`src/sv/mert_pkg.sv`:
```
// Shared constants, types and the table index function for the MIDI event remap table.
// No dependencies; every other file of the block but mert_channels imports this package.
`timescale 1ns / 1ps
`default_nettype none

package mert_pkg;

   localparam int CHANNEL_COUNT = 16;
   localparam int STATUS_GROUPS = 16;
   localparam int KEY_COUNT     = 128;

   localparam int CH_W = (CHANNEL_COUNT > 1) ? $clog2(CHANNEL_COUNT) : 1;
   localparam int G_W  = (STATUS_GROUPS > 1) ? $clog2(STATUS_GROUPS) : 1;
   localparam int K_W  = (KEY_COUNT > 1) ? $clog2(KEY_COUNT) : 1;

   localparam int TABLE_DEPTH = CHANNEL_COUNT * STATUS_GROUPS * KEY_COUNT;
   localparam int TABLE_AW    = (TABLE_DEPTH > 1) ? $clog2(TABLE_DEPTH) : 1;

   // Rule: new_channel (5), new_status (9), new_data_one (8); entry adds a valid bit on top.
   localparam int RULE_W  = 22;
   localparam int ENTRY_W = RULE_W + 1;

   localparam int QUEUE_DEPTH = 2;
   localparam int QPTR_W      = (QUEUE_DEPTH > 1) ? $clog2(QUEUE_DEPTH) : 1;
   localparam int QCNT_W      = $clog2(QUEUE_DEPTH + 1);

   localparam logic [8:0] STATUS_NOTEOFF = 9'h080;
   localparam logic [8:0] STATUS_NOTEON  = 9'h090;
   localparam logic [8:0] STATUS_CONTROL = 9'h0B0;

   typedef enum logic {
      ACT_INSERT = 1'b0,
      ACT_MAP    = 1'b1
   } action_type;

   // Inclusive index ranges that one insert covers.
   typedef struct packed {
      logic [CH_W-1:0] ch_lo;
      logic [CH_W-1:0] ch_hi;
      logic [G_W-1:0]  g_lo;
      logic [G_W-1:0]  g_hi;
      logic [K_W-1:0]  k_lo;
      logic [K_W-1:0]  k_hi;
   } box_type;

   // One classified transaction waiting for the back end.
   typedef struct packed {
      action_type          act;
      box_type             box;
      logic [RULE_W-1:0]   rule;
      logic                lookup_ok;
      logic [TABLE_AW-1:0] index;
      logic [4:0]          ev_channel;
      logic [8:0]          ev_status;
      logic [7:0]          ev_data_one;
      logic [6:0]          ev_data_two;
   } cmd_type;

   function automatic logic [TABLE_AW-1:0] table_index(input logic [CH_W-1:0] ch,
                                                        input logic [G_W-1:0]  grp,
                                                        input logic [K_W-1:0]  key);
      int flat;
      flat = (int'(ch) * STATUS_GROUPS + int'(grp)) * KEY_COUNT + int'(key);
      return flat[TABLE_AW-1:0];
   endfunction

endpackage

`default_nettype wire

```
`src/sv/mert_queue.sv`:
```
// Short command queue between the front end and the back end of the remap table.
// Depends on mert_pkg.
`timescale 1ns / 1ps
`default_nettype none

module mert_queue (
   input  wire logic              clock,
   input  wire logic              reset,
   input  wire logic              push,
   input  wire mert_pkg::cmd_type push_cmd,
   output logic                   q_full,
   output logic                   head_valid,
   output mert_pkg::cmd_type      head_cmd,
   input  wire logic              pop
);
   import mert_pkg::*;

   cmd_type           slot_ff [QUEUE_DEPTH];
   logic [QPTR_W-1:0] wr_ptr_ff, wr_ptr_in;
   logic [QPTR_W-1:0] rd_ptr_ff, rd_ptr_in;
   logic [QCNT_W-1:0] count_ff, count_in;

   assign q_full     = (count_ff == QCNT_W'(QUEUE_DEPTH));
   assign head_valid = (count_ff != '0);
   assign head_cmd   = slot_ff[rd_ptr_ff];

   always_comb begin
      wr_ptr_in = wr_ptr_ff;
      rd_ptr_in = rd_ptr_ff;
      count_in  = count_ff;
      if (push) begin
         wr_ptr_in = (wr_ptr_ff == QPTR_W'(QUEUE_DEPTH - 1)) ? '0 : wr_ptr_ff + 1'b1;
      end
      if (pop) begin
         rd_ptr_in = (rd_ptr_ff == QPTR_W'(QUEUE_DEPTH - 1)) ? '0 : rd_ptr_ff + 1'b1;
      end
      if (push && !pop) count_in = count_ff + 1'b1;
      else if (pop && !push) count_in = count_ff - 1'b1;
   end

   always_ff @(posedge clock) begin
      if (push) slot_ff[wr_ptr_ff] <= push_cmd;
      if (reset) begin
         wr_ptr_ff <= '0;
         rd_ptr_ff <= '0;
         count_ff  <= '0;
      end else begin
         wr_ptr_ff <= wr_ptr_in;
         rd_ptr_ff <= rd_ptr_in;
         count_ff  <= count_in;
      end
   end

endmodule

`default_nettype wire

```
`config.mk`:
```
export PLATFORM = sky130hd
export DESIGN_NAME = mert_queue
export DESIGN_NICKNAME = d
export VERILOG_FILES = /design/src/sv/mert_pkg.sv /design/src/sv/mert_queue.sv
export SDC_FILE = /design/constraint.sdc
export NUM_CORES = 1
export LEC_CHECK = 0
export BUFFER_PORTS_ARGS = -buffer_cell sky130_fd_sc_hd__buf_2
export CAP_MARGIN = 10
export CELL_PAD_IN_SITES_DETAIL_PLACEMENT = 1
export CELL_PAD_IN_SITES_GLOBAL_PLACEMENT = 1
export CORE_MARGIN = 4
export CORE_UTILIZATION = 44
export DETAILED_ROUTE_END_ITERATION = 10
export GPL_ROUTABILITY_DRIVEN = 0
export HOLD_SLACK_MARGIN = 0.06
export PLACE_DENSITY_LB_ADDON = 0.1
export SYNTH_ARGS = -nofsm -noshare
export SYNTH_HDL_FRONTEND = slang
export SYNTH_SLANG_ARGS = --single-unit
```
`constraint.sdc`:
```
create_clock -name clock -period 7.45 [get_ports clock]
set_input_delay 0.3725 -clock clock [delete_from_list [all_inputs] [get_ports clock]]
set_output_delay 0.3725 -clock clock [all_outputs]
set_load 0.05 [all_outputs]
```
==> impl_metrics.yaml <==
clock_network:
  cts_setup_buffers: 0
  clockBufferDepth: 3
  cts_sinks: 201
  path_clk_slew_ns: 0.06
  cts-root-buf: "clkbuf_16"
  cts_buffers: 21
  clkLatencyLatePin_ns: 0.48
  htreeDepth: 1
  cts_tree: "built"
route:
  via_per_inst: 4.73
  wl_per_cell_um: 19.0
  drc_errors: 0
  via_count: 3693
  drtIter0Drc: 175
  dr.pass1.iters: 4
  ant_nets: 0
  finalWirelength_um: 14800
sta:
  relSlewSlack_pct: 48.3
  maxSlewViolCount: 0
  fin_tns_setup_ns: 0
  finalHoldViolCount: 0
  worstMarginPinSlew_ns: 0.775
  holdWs_ns: 0.0802
  grt_setup_unrepaired: "false"
  max_freq_ghz: 0.324
  post-route-period-util_pct: 41.4
  setup_viol: 0
  fin_crit_ns: 3.09
  finClkSkew_ns: 0.00983
floorplanning:
  dieArea_um2: 18800
  core_area_um2: 16100
  pin_count: 202
  initial_utilization_pct: 45.6
  die_y_um: 137
  num_rows: 46
  die_x_um: 137
logic_synthesis:
  synth.yosys.seq_area_share_pct: 81.4
  netlist_instances: 327
  ys_ff_latch: 201
  yosysWarnings: 0
  synth.distinct_cells: 17
  synth.top_cell.area_share_pct: 80.1
  synth_area_um2: 7350
  yosys.area.top_type: "edfxtp_1"
  synth.avg_cell_area_um2: 22.5
  synth_nets: 430
  yosys-top-cells-area: "edfxtp_1 80%, mux2_2 12%, mux2_4 4.1%"
setup_path:
  cp.buffers_inverters: 2
  worst-setup-path-type: "register to output port"
  slowest_stage: "dfxtp_4"
  path_max_fanout: 53
  start_kind: "register"
  critical_path_required_ns: 7.08
  cpPeakStageDelay_ns: 0.85
  cp_data_arrival_time_ns: 2.71
  end_kind: "output port"
  cp_cell_sequence: "buf_4 > mux2_2 > buf_2"
  crit_family: "buffers and inverters"
global_routing:
  grt_overflow: 0
  grt_first_pass_wirelength_um: 22000
  grt_max_degree: 54
  grt_pass1_vias: 4180
  grt.total_usage_pct: 15.3
  antenna_found_initial: 3
run:
  drv_cap: 0
pwr:
  ir_worst_vdd_uv: 164
  p_leak_nw: 3.54
  p_per_area_nw_per_um2: 302
layout:
  postLayoutCellArea_um2: 9310
  drive_gt1_share_pct: 60.1
  regArea_um2: 5990
  fillers: 1511
  nets: 651
  multiInputGateArea_um2: 1290
  syn_to_final_growth_pct: 26.6
worst_hold_path:
  hp-class: "input port to register"
placed_design:
  placed_area_um2: 8590
  portBuffers: 201
  place_hpwl_um: 10000
run_status:
  run_status: "finished, final reports clean"
==> cell usage after synthesis <==
| cell | instances |
|---|---|
| nor2b_1 | 2 |
| a21oi_1 | 1 |
| or3_1 | 1 |
| o21ai_0 | 1 |
| or2_2 | 1 |
| inv_1 | 1 |
| and2_1 | 1 |
| mux2_2 | 78 |
| nor2_1 | 4 |
| xor2_1 | 2 |
| dfxtp_1 | 5 |
| xnor2_1 | 2 |
| buf_6 | 4 |
| buf_2 | 7 |
| mux2_4 | 20 |
| edfxtp_1 | 196 |
| ha_1 | 1 |
==> flip-flops by register name (all words and copies together), names as in the netlist, named ones only <==
register,count
rd_ptr_ff,1
wr_ptr_ff,1
count_ff,2
slot_ff,196
==> worst register-to-register path, cell delays in order, from the launching register on <==
cell     delay [ns]
dfxtp_1        0.41
and2_4         0.61
buf_4          0.76
==> layer usage <==
| layer | global-route usage [%] | share of wire (%) | vias up |
|---|---|---|---|
| met2 | 26.0 | 51 | 142 |
| met1 | 18.6 | 38 | 1787 |
| met5 | 0 | 0.047 | - |
| met4 | 4.43 | 1.8 | 2 |
| li1 | - | - | 1737 |
| met3 | 5.19 | 9.1 | 25 |
==> power by group <==
part | switching (mW) | internal, mW | total, mW
Clock | 0.396 | 0.617 | 1.01
Sequential | 0.0288 | 1.32 | 1.35
Combinational | 0.321 | 0.132 | 0.453
==> path summary, 6_finish.rpt <==
check | startpoint | end | slack (ns) | depth (start not counted)
hold / removal | push_cmd[69] | slot_ff[1][69] | 0.08 | 1
setup / recovery | register | head_cmd[44] | 4.36 | 3
hold reg to reg | count_ff[1] | count_ff[1] | 0.52 | 2
setup reg to reg | wr_ptr_ff | slot_ff[1][87] | 5.27 | 2
==> area by class of cell <==
type,count,area share (%)
antenna,3,0.0806
clock buffer,23,5.73
clock inverter,13,1.48
inverter,1,0.0403
multi-input combinational,114,13.9
sequential,201,64.3
tap,216,2.90
timing repair buffer,209,11.6
==> stage by stage <==
| step | worst slack, ns | power (mW) | cells | utilization, % |
|---|---|---|---|---|
| detailed placement | 4.80 | 1.83 | 737 | 53.3 |
| floorplan | 2.22 | 1.72 | 327 | - |
| global route | 4.22 | 2.93 | 779 | 57.8 |
| finish | 4.36 | 2.81 | 780 | 57.8 |
| global placement | 4.80 | 1.82 | 737 | 53.3 |
| CTS | 4.29 | 2.86 | 776 | 57.7 |
==> cells in the final DEF, fill, tap and decap left out, types with 2 or more instances in the layout <==
master / count
mux2_2: 78
dfxtp_1: 4
xor2_1: 2
dlygate4sd3_1: 4
buf_2: 201
xnor2_1: 2
clkinv_2: 5
buf_4: 4
clkbuf_1: 2
edfxtp_1: 196
clkbuf_16: 21
mux2_4: 20
nor2_1: 4
bufinv_16: 3
diode_2: 3
clkinv_1: 4
==> timing repair <==
action | CTS | global route
endpoints found under the hold margin | 5 | 1
resized for setup | 0 | 0
hold buffers | 3 | 1
==> kinds of logic after synthesis <==
| kind of cell | after synthesis | synth area share, % |
|---|---|---|
| flops | 201 | 81.4 |
| mux | 98 | 16.0 |
| buf+inv | 12 | 1.14 |
| simple gates | 9 | 0.630 |
| xor+xnor | 4 | 0.477 |
| compound gates | 2 | 0.136 |
| fa+ha+maj | 1 | 0.170 |
Note: power is estimated with default switching activity, not from simulation.
