[config.mk]
export PLATFORM = sky130hd
export DESIGN_NAME = mert_front_flat
export DESIGN_NICKNAME = d
export VERILOG_FILES = /design/src/sv/mert_pkg.sv /design/src/sv/mert_channels.sv /design/src/sv/mert_front.sv /design/src/flat_wrapper.sv
export SDC_FILE = /design/constraint.sdc
export NUM_CORES = 1
export LEC_CHECK = 0
export BUFFER_PORTS_ARGS = -buffer_cell sky130_fd_sc_hd__buf_2
export CORE_AREA = 2 2 60 62
export DETAILED_ROUTE_END_ITERATION = 8
export DIE_AREA = 0 0 62 64
export PLACE_DENSITY = 0.8
export RECOVER_POWER = 100
export REMOVE_ABC_BUFFERS = 1
export SYNTH_ARGS = -nofsm -noshare
export SYNTH_HDL_FRONTEND = slang
export SYNTH_SLANG_ARGS = --single-unit
[constraint.sdc]
create_clock -name vclk -period 1.1
set_input_delay 0 -clock vclk [all_inputs]
set_output_delay 0 -clock vclk [all_outputs]
set_load 0.02 [all_outputs]
[src/sv/mert_pkg.sv]
// Shared constants, types and the table index function for the MIDI event remap table.
// No dependencies; every other file of the block but mert_channels imports this package.
`timescale 1ns / 1ps
`default_nettype none

package mert_pkg;

   localparam int CHANNEL_COUNT = 16;
   localparam int STATUS_GROUPS = 16;
   localparam int KEY_COUNT     = 128;

   localparam int CH_W = (CHANNEL_COUNT > 1) ? $clog2(CHANNEL_COUNT) : 1;
   localparam int G_W  = (STATUS_GROUPS > 1) ? $clog2(STATUS_GROUPS) : 1;
   localparam int K_W  = (KEY_COUNT > 1) ? $clog2(KEY_COUNT) : 1;

   localparam int TABLE_DEPTH = CHANNEL_COUNT * STATUS_GROUPS * KEY_COUNT;
   localparam int TABLE_AW    = (TABLE_DEPTH > 1) ? $clog2(TABLE_DEPTH) : 1;

   // Rule: new_channel (5), new_status (9), new_data_one (8); entry adds a valid bit on top.
   localparam int RULE_W  = 22;
   localparam int ENTRY_W = RULE_W + 1;

   localparam int QUEUE_DEPTH = 2;
   localparam int QPTR_W      = (QUEUE_DEPTH > 1) ? $clog2(QUEUE_DEPTH) : 1;
   localparam int QCNT_W      = $clog2(QUEUE_DEPTH + 1);

   localparam logic [8:0] STATUS_NOTEOFF = 9'h080;
   localparam logic [8:0] STATUS_NOTEON  = 9'h090;
   localparam logic [8:0] STATUS_CONTROL = 9'h0B0;

   typedef enum logic {
      ACT_INSERT = 1'b0,
      ACT_MAP    = 1'b1
   } action_type;

   // Inclusive index ranges that one insert covers.
   typedef struct packed {
      logic [CH_W-1:0] ch_lo;
      logic [CH_W-1:0] ch_hi;
      logic [G_W-1:0]  g_lo;
      logic [G_W-1:0]  g_hi;
      logic [K_W-1:0]  k_lo;
      logic [K_W-1:0]  k_hi;
   } box_type;

   // One classified transaction waiting for the back end.
   typedef struct packed {
      action_type          act;
      box_type             box;
      logic [RULE_W-1:0]   rule;
      logic                lookup_ok;
      logic [TABLE_AW-1:0] index;
      logic [4:0]          ev_channel;
      logic [8:0]          ev_status;
      logic [7:0]          ev_data_one;
      logic [6:0]          ev_data_two;
   } cmd_type;

   function automatic logic [TABLE_AW-1:0] table_index(input logic [CH_W-1:0] ch,
                                                        input logic [G_W-1:0]  grp,
                                                        input logic [K_W-1:0]  key);
      int flat;
      flat = (int'(ch) * STATUS_GROUPS + int'(grp)) * KEY_COUNT + int'(key);
      return flat[TABLE_AW-1:0];
   endfunction

endpackage

`default_nettype wire

[src/sv/mert_channels.sv]
// Handshake channel interfaces for the MIDI event remap table: request and response.
// Payload widths follow the block's field list; no package dependency.
`timescale 1ns / 1ps
`default_nettype none

interface mert_req_if;
   logic              valid;
   logic              ready;
   logic              action;
   logic signed [4:0] channel;
   logic signed [8:0] status;
   logic signed [7:0] data_one;
   logic [6:0]        data_two;
   logic signed [4:0] new_channel;
   logic signed [8:0] new_status;
   logic signed [7:0] new_data_one;

   modport source (output valid, action, channel, status, data_one, data_two,
                   new_channel, new_status, new_data_one, input ready);
   modport sink   (input valid, action, channel, status, data_one, data_two,
                   new_channel, new_status, new_data_one, output ready);
endinterface


`default_nettype wire

[src/sv/mert_front.sv]
// Front end: accepts request transactions and classifies them into queue commands.
// Depends on mert_pkg and mert_req_if.
`timescale 1ns / 1ps
`default_nettype none

module mert_front (
   mert_req_if.sink          req_bus,
   input  wire logic         q_full,
   input  wire logic         clear_busy,
   output logic              push,
   output mert_pkg::cmd_type push_cmd
);
   import mert_pkg::*;

   logic keep;

   assign req_bus.ready = !q_full && !clear_busy;

   always_comb begin
      keep = 1'b1;
      push_cmd.act         = action_type'(req_bus.action);
      push_cmd.rule        = {req_bus.new_channel, req_bus.new_status, req_bus.new_data_one};
      push_cmd.ev_channel  = req_bus.channel;
      push_cmd.ev_status   = req_bus.status;
      push_cmd.ev_data_one = req_bus.data_one;
      push_cmd.ev_data_two = req_bus.data_two;
      push_cmd.lookup_ok   = (req_bus.channel >= 0) && (req_bus.channel < CHANNEL_COUNT)
                          && (req_bus.status >= 0) && (int'(req_bus.status[8:4]) < STATUS_GROUPS)
                          && (req_bus.data_one >= 0) && (req_bus.data_one < KEY_COUNT);
      push_cmd.index = table_index(req_bus.channel[CH_W-1:0], req_bus.status[4 +: G_W],
                                   req_bus.data_one[K_W-1:0]);

      // Channel range: wildcard covers all channels.
      push_cmd.box.ch_lo = '0;
      push_cmd.box.ch_hi = CH_W'(CHANNEL_COUNT - 1);
      if (req_bus.channel >= 0) begin
         push_cmd.box.ch_lo = req_bus.channel[CH_W-1:0];
         push_cmd.box.ch_hi = req_bus.channel[CH_W-1:0];
         if (req_bus.channel >= CHANNEL_COUNT) keep = 1'b0;
      end

      // Group range: note-on also fills the adjacent note-off group.
      push_cmd.box.g_lo = '0;
      push_cmd.box.g_hi = G_W'(STATUS_GROUPS - 1);
      if (req_bus.status >= 0) begin
         if (req_bus.status == STATUS_NOTEON) begin
            push_cmd.box.g_lo = G_W'(STATUS_NOTEOFF[8:4]);
            push_cmd.box.g_hi = (STATUS_GROUPS > int'(STATUS_NOTEON[8:4]))
                              ? G_W'(STATUS_NOTEON[8:4]) : G_W'(STATUS_NOTEOFF[8:4]);
            if (STATUS_GROUPS <= int'(STATUS_NOTEOFF[8:4])) keep = 1'b0;
         end else begin
            push_cmd.box.g_lo = req_bus.status[4 +: G_W];
            push_cmd.box.g_hi = req_bus.status[4 +: G_W];
            if (int'(req_bus.status[8:4]) >= STATUS_GROUPS) keep = 1'b0;
         end
      end

      // Key range: wildcard covers all keys.
      push_cmd.box.k_lo = '0;
      push_cmd.box.k_hi = K_W'(KEY_COUNT - 1);
      if (req_bus.data_one >= 0) begin
         push_cmd.box.k_lo = req_bus.data_one[K_W-1:0];
         push_cmd.box.k_hi = req_bus.data_one[K_W-1:0];
         if (req_bus.data_one >= KEY_COUNT) keep = 1'b0;
      end

      // Drop inserts that cover no entry at all.
      push = req_bus.valid && req_bus.ready && ((push_cmd.act == ACT_MAP) || keep);
   end

endmodule

`default_nettype wire

[src/flat_wrapper.sv]
// flat-port wrapper written by rule: the top's interface ports become plain ports
module mert_front_flat import mert_pkg::*;
  (q_full, clear_busy, push, push_cmd, req_bus_valid, req_bus_action, req_bus_channel, req_bus_status, req_bus_data_one, req_bus_data_two, req_bus_new_channel, req_bus_new_status, req_bus_new_data_one, req_bus_ready);
  mert_req_if req_bus_i ();
  input  wire logic q_full;
  input  wire logic clear_busy;
  output logic push;
  output mert_pkg::cmd_type push_cmd;
  input wire logic [$bits(req_bus_i.valid)-1:0] req_bus_valid;
  input wire logic [$bits(req_bus_i.action)-1:0] req_bus_action;
  input wire logic [$bits(req_bus_i.channel)-1:0] req_bus_channel;
  input wire logic [$bits(req_bus_i.status)-1:0] req_bus_status;
  input wire logic [$bits(req_bus_i.data_one)-1:0] req_bus_data_one;
  input wire logic [$bits(req_bus_i.data_two)-1:0] req_bus_data_two;
  input wire logic [$bits(req_bus_i.new_channel)-1:0] req_bus_new_channel;
  input wire logic [$bits(req_bus_i.new_status)-1:0] req_bus_new_status;
  input wire logic [$bits(req_bus_i.new_data_one)-1:0] req_bus_new_data_one;
  output wire logic [$bits(req_bus_i.ready)-1:0] req_bus_ready;
  assign req_bus_i.valid = req_bus_valid;
  assign req_bus_i.action = req_bus_action;
  assign req_bus_i.channel = req_bus_channel;
  assign req_bus_i.status = req_bus_status;
  assign req_bus_i.data_one = req_bus_data_one;
  assign req_bus_i.data_two = req_bus_data_two;
  assign req_bus_i.new_channel = req_bus_new_channel;
  assign req_bus_i.new_status = req_bus_new_status;
  assign req_bus_i.new_data_one = req_bus_new_data_one;
  assign req_bus_ready = req_bus_i.ready;
  mert_front u_core (.req_bus(req_bus_i), .q_full(q_full), .clear_busy(clear_busy), .push(push), .push_cmd(push_cmd));
endmodule
==> summary.md, run 1 <==
| Metric | Value |
|---|---|
| Post-CTS setup buffers | `0` |
| Worst-margin pin slew | `0.503 ns` |
| Largest net degree at the start of global routing | `17` |
| Max-cap viol count | `0` |
| Placed Instance Area | `roughly 770 um2` |
| Crit-path leading delay family | `simple AND/OR/NAND/NOR gates` |
| Top cell by count, worst path | `buf_2` |
| # DRC | `0` |
| Design area | `around 680 um2` |
| CP required | `between 1 and 1.5 ns` |
| Setup-failing EPs final | `0` |
| TNS Setup | `0 ns` |
| Post-CTS sizing | `0` |
| Routed WL | `2600 um` |
| First-pass GRT wire length | `around 3200 um` |
| Maximum VDD drop | `roughly 0.00012 V` |
| Initial antenna violation count | `0` |
| Worst hold path class | `primary input to output pin` |
| Relative slew slack | `66.5%` |
| IO Port Bufs | `95` |
| Status | `completed` |
| Routed Antenna Nets | `0` |
| Adder-cell share of the synthesized area | `0%` |
| Compound-Gate Fraction of Synth Area | `under 10%` |
| Power per cell area | `578 nW/um2` |
| Routability-driven placement congestion ratio | `a little over 0.8` |
| Final hold violations | `0` |
| DPL Wire Length | `~2400 um` |
| Die Footprint | `between 3000 and 4000 um2` |
| Detailed Routing Iterations Pass 1 | `2` |
| Total power | `just under 400 uW` |
| Synth unique cells | `12` |
| Seq cells | `0` |
| Via count | `roughly 680` |
| Starting Density | `between 20% and 30%` |
| Overall routing resource usage | `11.4%` |
| WP buf/inv | `2` |
| Synth Area in Simple Gates | `29.4%` |
| Share of post-route cells with drive strength above 1 | `between 20% and 30%` |
| DIE HEIGHT | `around 64 um` |
| CTS Hold Bufs | `0` |
| CP Data Arrival Time | `about 0.85 ns` |
| Detailed Route Iter0 Violations | `9` |
| Worst path cell trace | `buf_2 -> nor4b_1 -> a311oi_2 -> buf_2` |
| Post-synthesis cell area | `approximately 750 um2` |
| Detail-routed net length per standard cell | `around 15 um` |
| Slowest stage delay, CP | `0.40 ns` |
| Commonest non-fill, non-tap cell in the layout | `clkbuf_1` |
| Cells after Synth | `104` |
| FF/Latch Area | `0 um2` |
| Cell taking the most area after synthesis | `buf_4` |
| Startpoint types | `primary input` |
| Fraction of synthesized cell area in xor and xnor cells | `0%` |
| Post-synthesis mux area share | `0%` |
| Most frequent cells in the layout | `clkbuf_1, buf_2, nor2b_1` |
| Crit path kind | `primary input to output pin` |
| Placeable Area | `3280 um2` |
| RSZ-0062 raised after global routing | `no` |
| DR vias/cell | `3.81` |
| Main combinational cell family by area after synthesis | `buffers and inverters` |
| Num ports | `155` |
| Post-synth top area share | `around 67%` |
| Layout area overhead | `-9.45%` |
| Core Rows | `21` |
| Fmax | `1170 MHz` |
| Fin crit share | `between 70% and 80%` |
| Critical path's slowest cell | `nor4b_1` |
| Pins Over Slew Limit | `0` |
| Min Tclk post-route | `about 0.85 ns` |
| CP Max Fanout | `5` |
| Largest cells by area after synthesis | `buf_4, nor2b_1, or2_2` |
| Number of synthesis warnings | `0` |
| Sequential-to-total area share from yosys stat | `0%` |
| Post-Syn Area per Cell | `7.25 um2` |
| # clk buffers | `0` |
| Leakage power | `0.278 nW` |
| Layout Nets | `around 190` |
| Antenna diode count | `0` |
| Total grt overflow | `0` |
| Vias in the first global route | `roughly 560` |
| CP endpoint kind | `output pin` |
| Chip width | `approximately 62 um` |
## worst paths after layout
kind  slack (ns)  depth (start not counted)                  start      endpoint
min       0.0001                          0  req_bus_new_status[7]  push_cmd[60]
max         0.25                          4      req_bus_status[5]  push_cmd[85]
## where the power goes
group | total [mW] | internal, mW | switching [mW]
registers | 0 | 0 | 0
clock network | 0 | 0 | 0
logic | 0.395 | 0.119 | 0.277
## Yosys cell counts
library cell / number
and2_1: 1
and2b_1: 4
or2_1: 7
buf_4: 67
nor2b_1: 10
nor3_1: 2
nor2_1: 1
nor4b_2: 1
or2_2: 8
buf_6: 1
inv_1: 1
a311oi_2: 1
## stage by stage
stage / worst slack, ns / std cells / util, % / hold slack, ns
floorplan: 0.487 / 36 / - / 0
global placement: 0.402 / 177 / 23.5 / 0.000210
detailed placement: 0.343 / 177 / 23.5 / 0.000210
CTS: 0.344 / 177 / 23.5 / 0.000210
global route: 0.180 / 177 / 20.8 / 0.0000977
finish: 0.246 / 177 / 20.8 / 0.000143
## cell families after synthesis
| kind of cell | count (synthesis) |
|---|---|
| buffers and inverters | 69 |
| and+or+nand+nor | 34 |
| AOI/OAI and AO/OA | 1 |
## per-layer routing
| layer | up-vias | GRT usage (%) | wire length, um |
|---|---|---|---|
| li1 | 304 | - | - |
| met1 | 266 | 11.9 | 904 |
| met2 | 103 | 16.3 | 1010 |
| met3 | 2 | 13.0 | 685 |
| met4 | 0 | 0.266 | 2 |
| met5 | - | 0 | 0 |
## area by class of cell
class,instances,area (um2)
Fill cell,401,2600
Timing Repair Buffer,95,392
Multi-Input combinational cell,35,230
Tap cell,46,57.6
Inverter,1,3.75
Power figures use the tool's default switching activity.
==> run 2, diff against run 1 <==
--- a/config.mk
+++ b/config.mk
@@ -5,11 +5,12 @@
 export SDC_FILE = /design/constraint.sdc
 export NUM_CORES = 1
 export LEC_CHECK = 0
+export ABC_AREA = 1
 export BUFFER_PORTS_ARGS = -buffer_cell sky130_fd_sc_hd__buf_2
-export CORE_AREA = 2 2 60 62
+export CORE_AREA = 2 2 59 61
 export DETAILED_ROUTE_END_ITERATION = 8
-export DIE_AREA = 0 0 62 64
-export PLACE_DENSITY = 0.8
+export DIE_AREA = 0 0 61 63
+export PLACE_DENSITY = 0.83
 export RECOVER_POWER = 100
 export REMOVE_ABC_BUFFERS = 1
 export SYNTH_ARGS = -nofsm -noshare
==> constraint.sdc (replaced) <==
create_clock -name vclk -period 0.9
set_input_delay 0 -clock vclk [all_inputs]
set_output_delay 0 -clock vclk [all_outputs]
set_load 0.02 [all_outputs]
==> run 2 against run 1 <==
Net effect: first-iteration DRC count rose by 67%; synthesized area rose by 1.2%; worst setup slack worse by 0.048 ns; synthesized cell count rose by 26%; cell count is 15% higher; critical path depth stayed put; global-route usage up 2.4 points; combinational power up 26%; hold slack hardly changed; sequential cell count stayed put; total power increased by 25%; largest cell class unchanged; highest routed layer is now met3.
==> summary.md, run 2 <==
| Metric | Value |
|---|---|
| Status | `completed` |
| Max-cap viol count | `0` |
| Layout area overhead | `-8.52%` |
| Worst hold path class | `primary input to output pin` |
| Most frequent cells in the layout | `clkbuf_1, buf_2, inv_1, nand2_1, nor2_1` |
| Total grt overflow | `0` |
| Routability-driven placement congestion ratio | `~0.8` |
| Top cell by count, worst path | `clkbuf_1` |
| # clk buffers | `0` |
| # fillers | `about 420` |
| Detailed Routing Iterations Pass 1 | `4` |
| Placeable Area | `between 3000 and 4000 um2` |
| Min Tclk post-route | `0.702 ns` |
| Placed Instance Area | `a little under 800 um2` |
| Sequential-to-total area share from yosys stat | `0%` |
| Leakage power | `about 0.38 nW` |
| Seq cells | `0` |
| Die Footprint | `3840 um2` |
| Power per cell area | `roughly 700 nW/um2` |
| Hold Slack | `approximately 0.000044 ns` |
| Overall routing resource usage | `roughly 14%` |
| Worst path cell trace | `clkbuf_1 -> inv_1 -> nand2_1 -> clkbuf_1` |
| Post-synth top area share | `between 60 and 70%` |
| Pins Over Slew Limit | `0` |
| Util after Layout | `a little over a fifth` |
| Synth unique cells | `9` |
| Relative slew slack | `~80%` |
| Final worst slack | `a little under 0.2 ns` |
| Crit path kind | `primary input to output pin` |
| Commonest cells in the netlist | `buf_4, nand2_1, inv_1` |
| Post-synthesis cell area | `around 760 um2` |
| Largest cells by area after synthesis | `buf_4, nand2_1, inv_1` |
| Routed Antenna Nets | `0` |
| Maximum VDD drop | `0.000178 V` |
| Placed Instances | `approximately 200` |
| TNS Setup | `0 ns` |
| Detail-routed net length per standard cell | `14.5 um` |
| Fmax | `around 1400 MHz` |
| Cells after Synth | `approximately 130` |
| Post-CTS setup buffers | `0` |
| Post-CTS sizing | `0` |
| # DRC | `0` |
| Layout Nets | `215` |
| Share of post-route cells with drive strength above 1 | `20.3%` |
| Core Rows | `21` |
| Total power | `about 500 uW` |
| Hold Crit Depth | `0` |
| Initial antenna violation count | `0` |
| DPL Wire Length | `between 2000 and 3000 um` |
| Worst-margin pin slew | `just over 0.3 ns` |
| Fin crit share | `78.0%` |
| IO Port Bufs | `95` |
| Vias in the first global route | `about 690` |
| Setup-failing EPs final | `0` |
| RSZ-0062 raised after global routing | `no` |
| Starting Density | `23.6%` |
| Cell taking the most area after synthesis | `buf_4` |
| Slowest stage delay, CP | `0.25 ns` |
| Critical path's slowest cell | `clkbuf_1` |
| CP endpoint kind | `output pin` |
| Largest net degree at the start of global routing | `11` |
| CP Data Arrival Time | `~0.7 ns` |
| Chip width | `61 um` |
| Startpoint types | `primary input` |
| CP Max Fanout | `7` |
| Most numerous cell in the Yosys netlist | `buf_4` |
| Num ports | `approximately 160` |
| Final hold violations | `0` |
| DR vias/cell | `3.91` |
| Commonest non-fill, non-tap cell in the layout | `clkbuf_1` |
| Setup WS pre-CTS | `roughly 0.28 ns` |
| CTS Hold Bufs | `0` |
| Area of the multi-input gates | `approximately 170 um2` |
| FF/Latch Area | `0 um2` |
| CP required | `roughly 0.90 ns` |
| Min-Delay Endpoint | `push_cmd[97]` |
| Post-Syn Area per Cell | `approximately 5.8 um2` |
| Startpoint of the worst hold path | `req_bus_action` |
| Antenna diode count | `0` |
| Final Non-Filler Cells | `204` |
| First-pass GRT wire length | `approximately 3800 um` |
| Routed WL | `between 2000 and 3000 um` |
| Number of synthesis warnings | `0` |
| Detailed Route Iter0 Violations | `15` |
| Design area | `about 700 um2` |
| DIE HEIGHT | `roughly 63 um` |
| Via count | `roughly 800` |
-- run 2: changes by cell type after synthesis, moves of 2 or more --
cell,previous run,this run
inv_2,0,3
inv_1,1,19
nand2_1,0,20
nor2_1,1,18
and2b_1,4,0
or2_1,7,0
nor2b_1,10,0
or2_2,8,0
nor3_1,2,0
-- run 2: cell families (layout without fill, tap and decap cells) --
group | Yosys count | count (layout) | share of synthesized area, %
buffers and inverters | 90 | 117 | 78.2
and+or+nand+nor | 41 | 41 | 21.8
-- run 2: final cells by class --
cell class	instances	area share, %
timing repair buffer	95	56.1
tap	46	8.24
inverter	22	11.8
multi-input combinational	41	23.8
-- run 2: routing by layer --
metal / track usage [%] / routed length (um)
met5: 0 / 0
met4: 0 / 0
met3: 13.3 / 726
met2: 23.1 / 1230
met1: 12.9 / 998
-- run 2: worst max-delay path, delay by kind of cell --
family / cells / cell delay [ns]
buffers and inverters: 3 / 0.62
AND/OR/NAND/NOR: 1 / 0.09
-- run 2: how the worst max path moves through the flow --
stage                        start           end  depth (start not counted)  slack, ns
6_report        req_bus_channel[4]  push_cmd[89]                          4       0.20
5_1_grt        req_bus_data_one[7]  push_cmd[68]                          4       0.11
4_1_cts          req_bus_status[6]  push_cmd[85]                          8       0.27
3_5_place_dp     req_bus_status[6]  push_cmd[85]                          8       0.28
3_3_place_gp     req_bus_status[6]  push_cmd[85]                          8       0.31
2_1_floorplan           clear_busy          push                          1       0.37
-- run 2: where the power goes --
part           internal (mW)  switching (mW)
combinational          0.131           0.365
clock                      0               0
sequential                 0               0
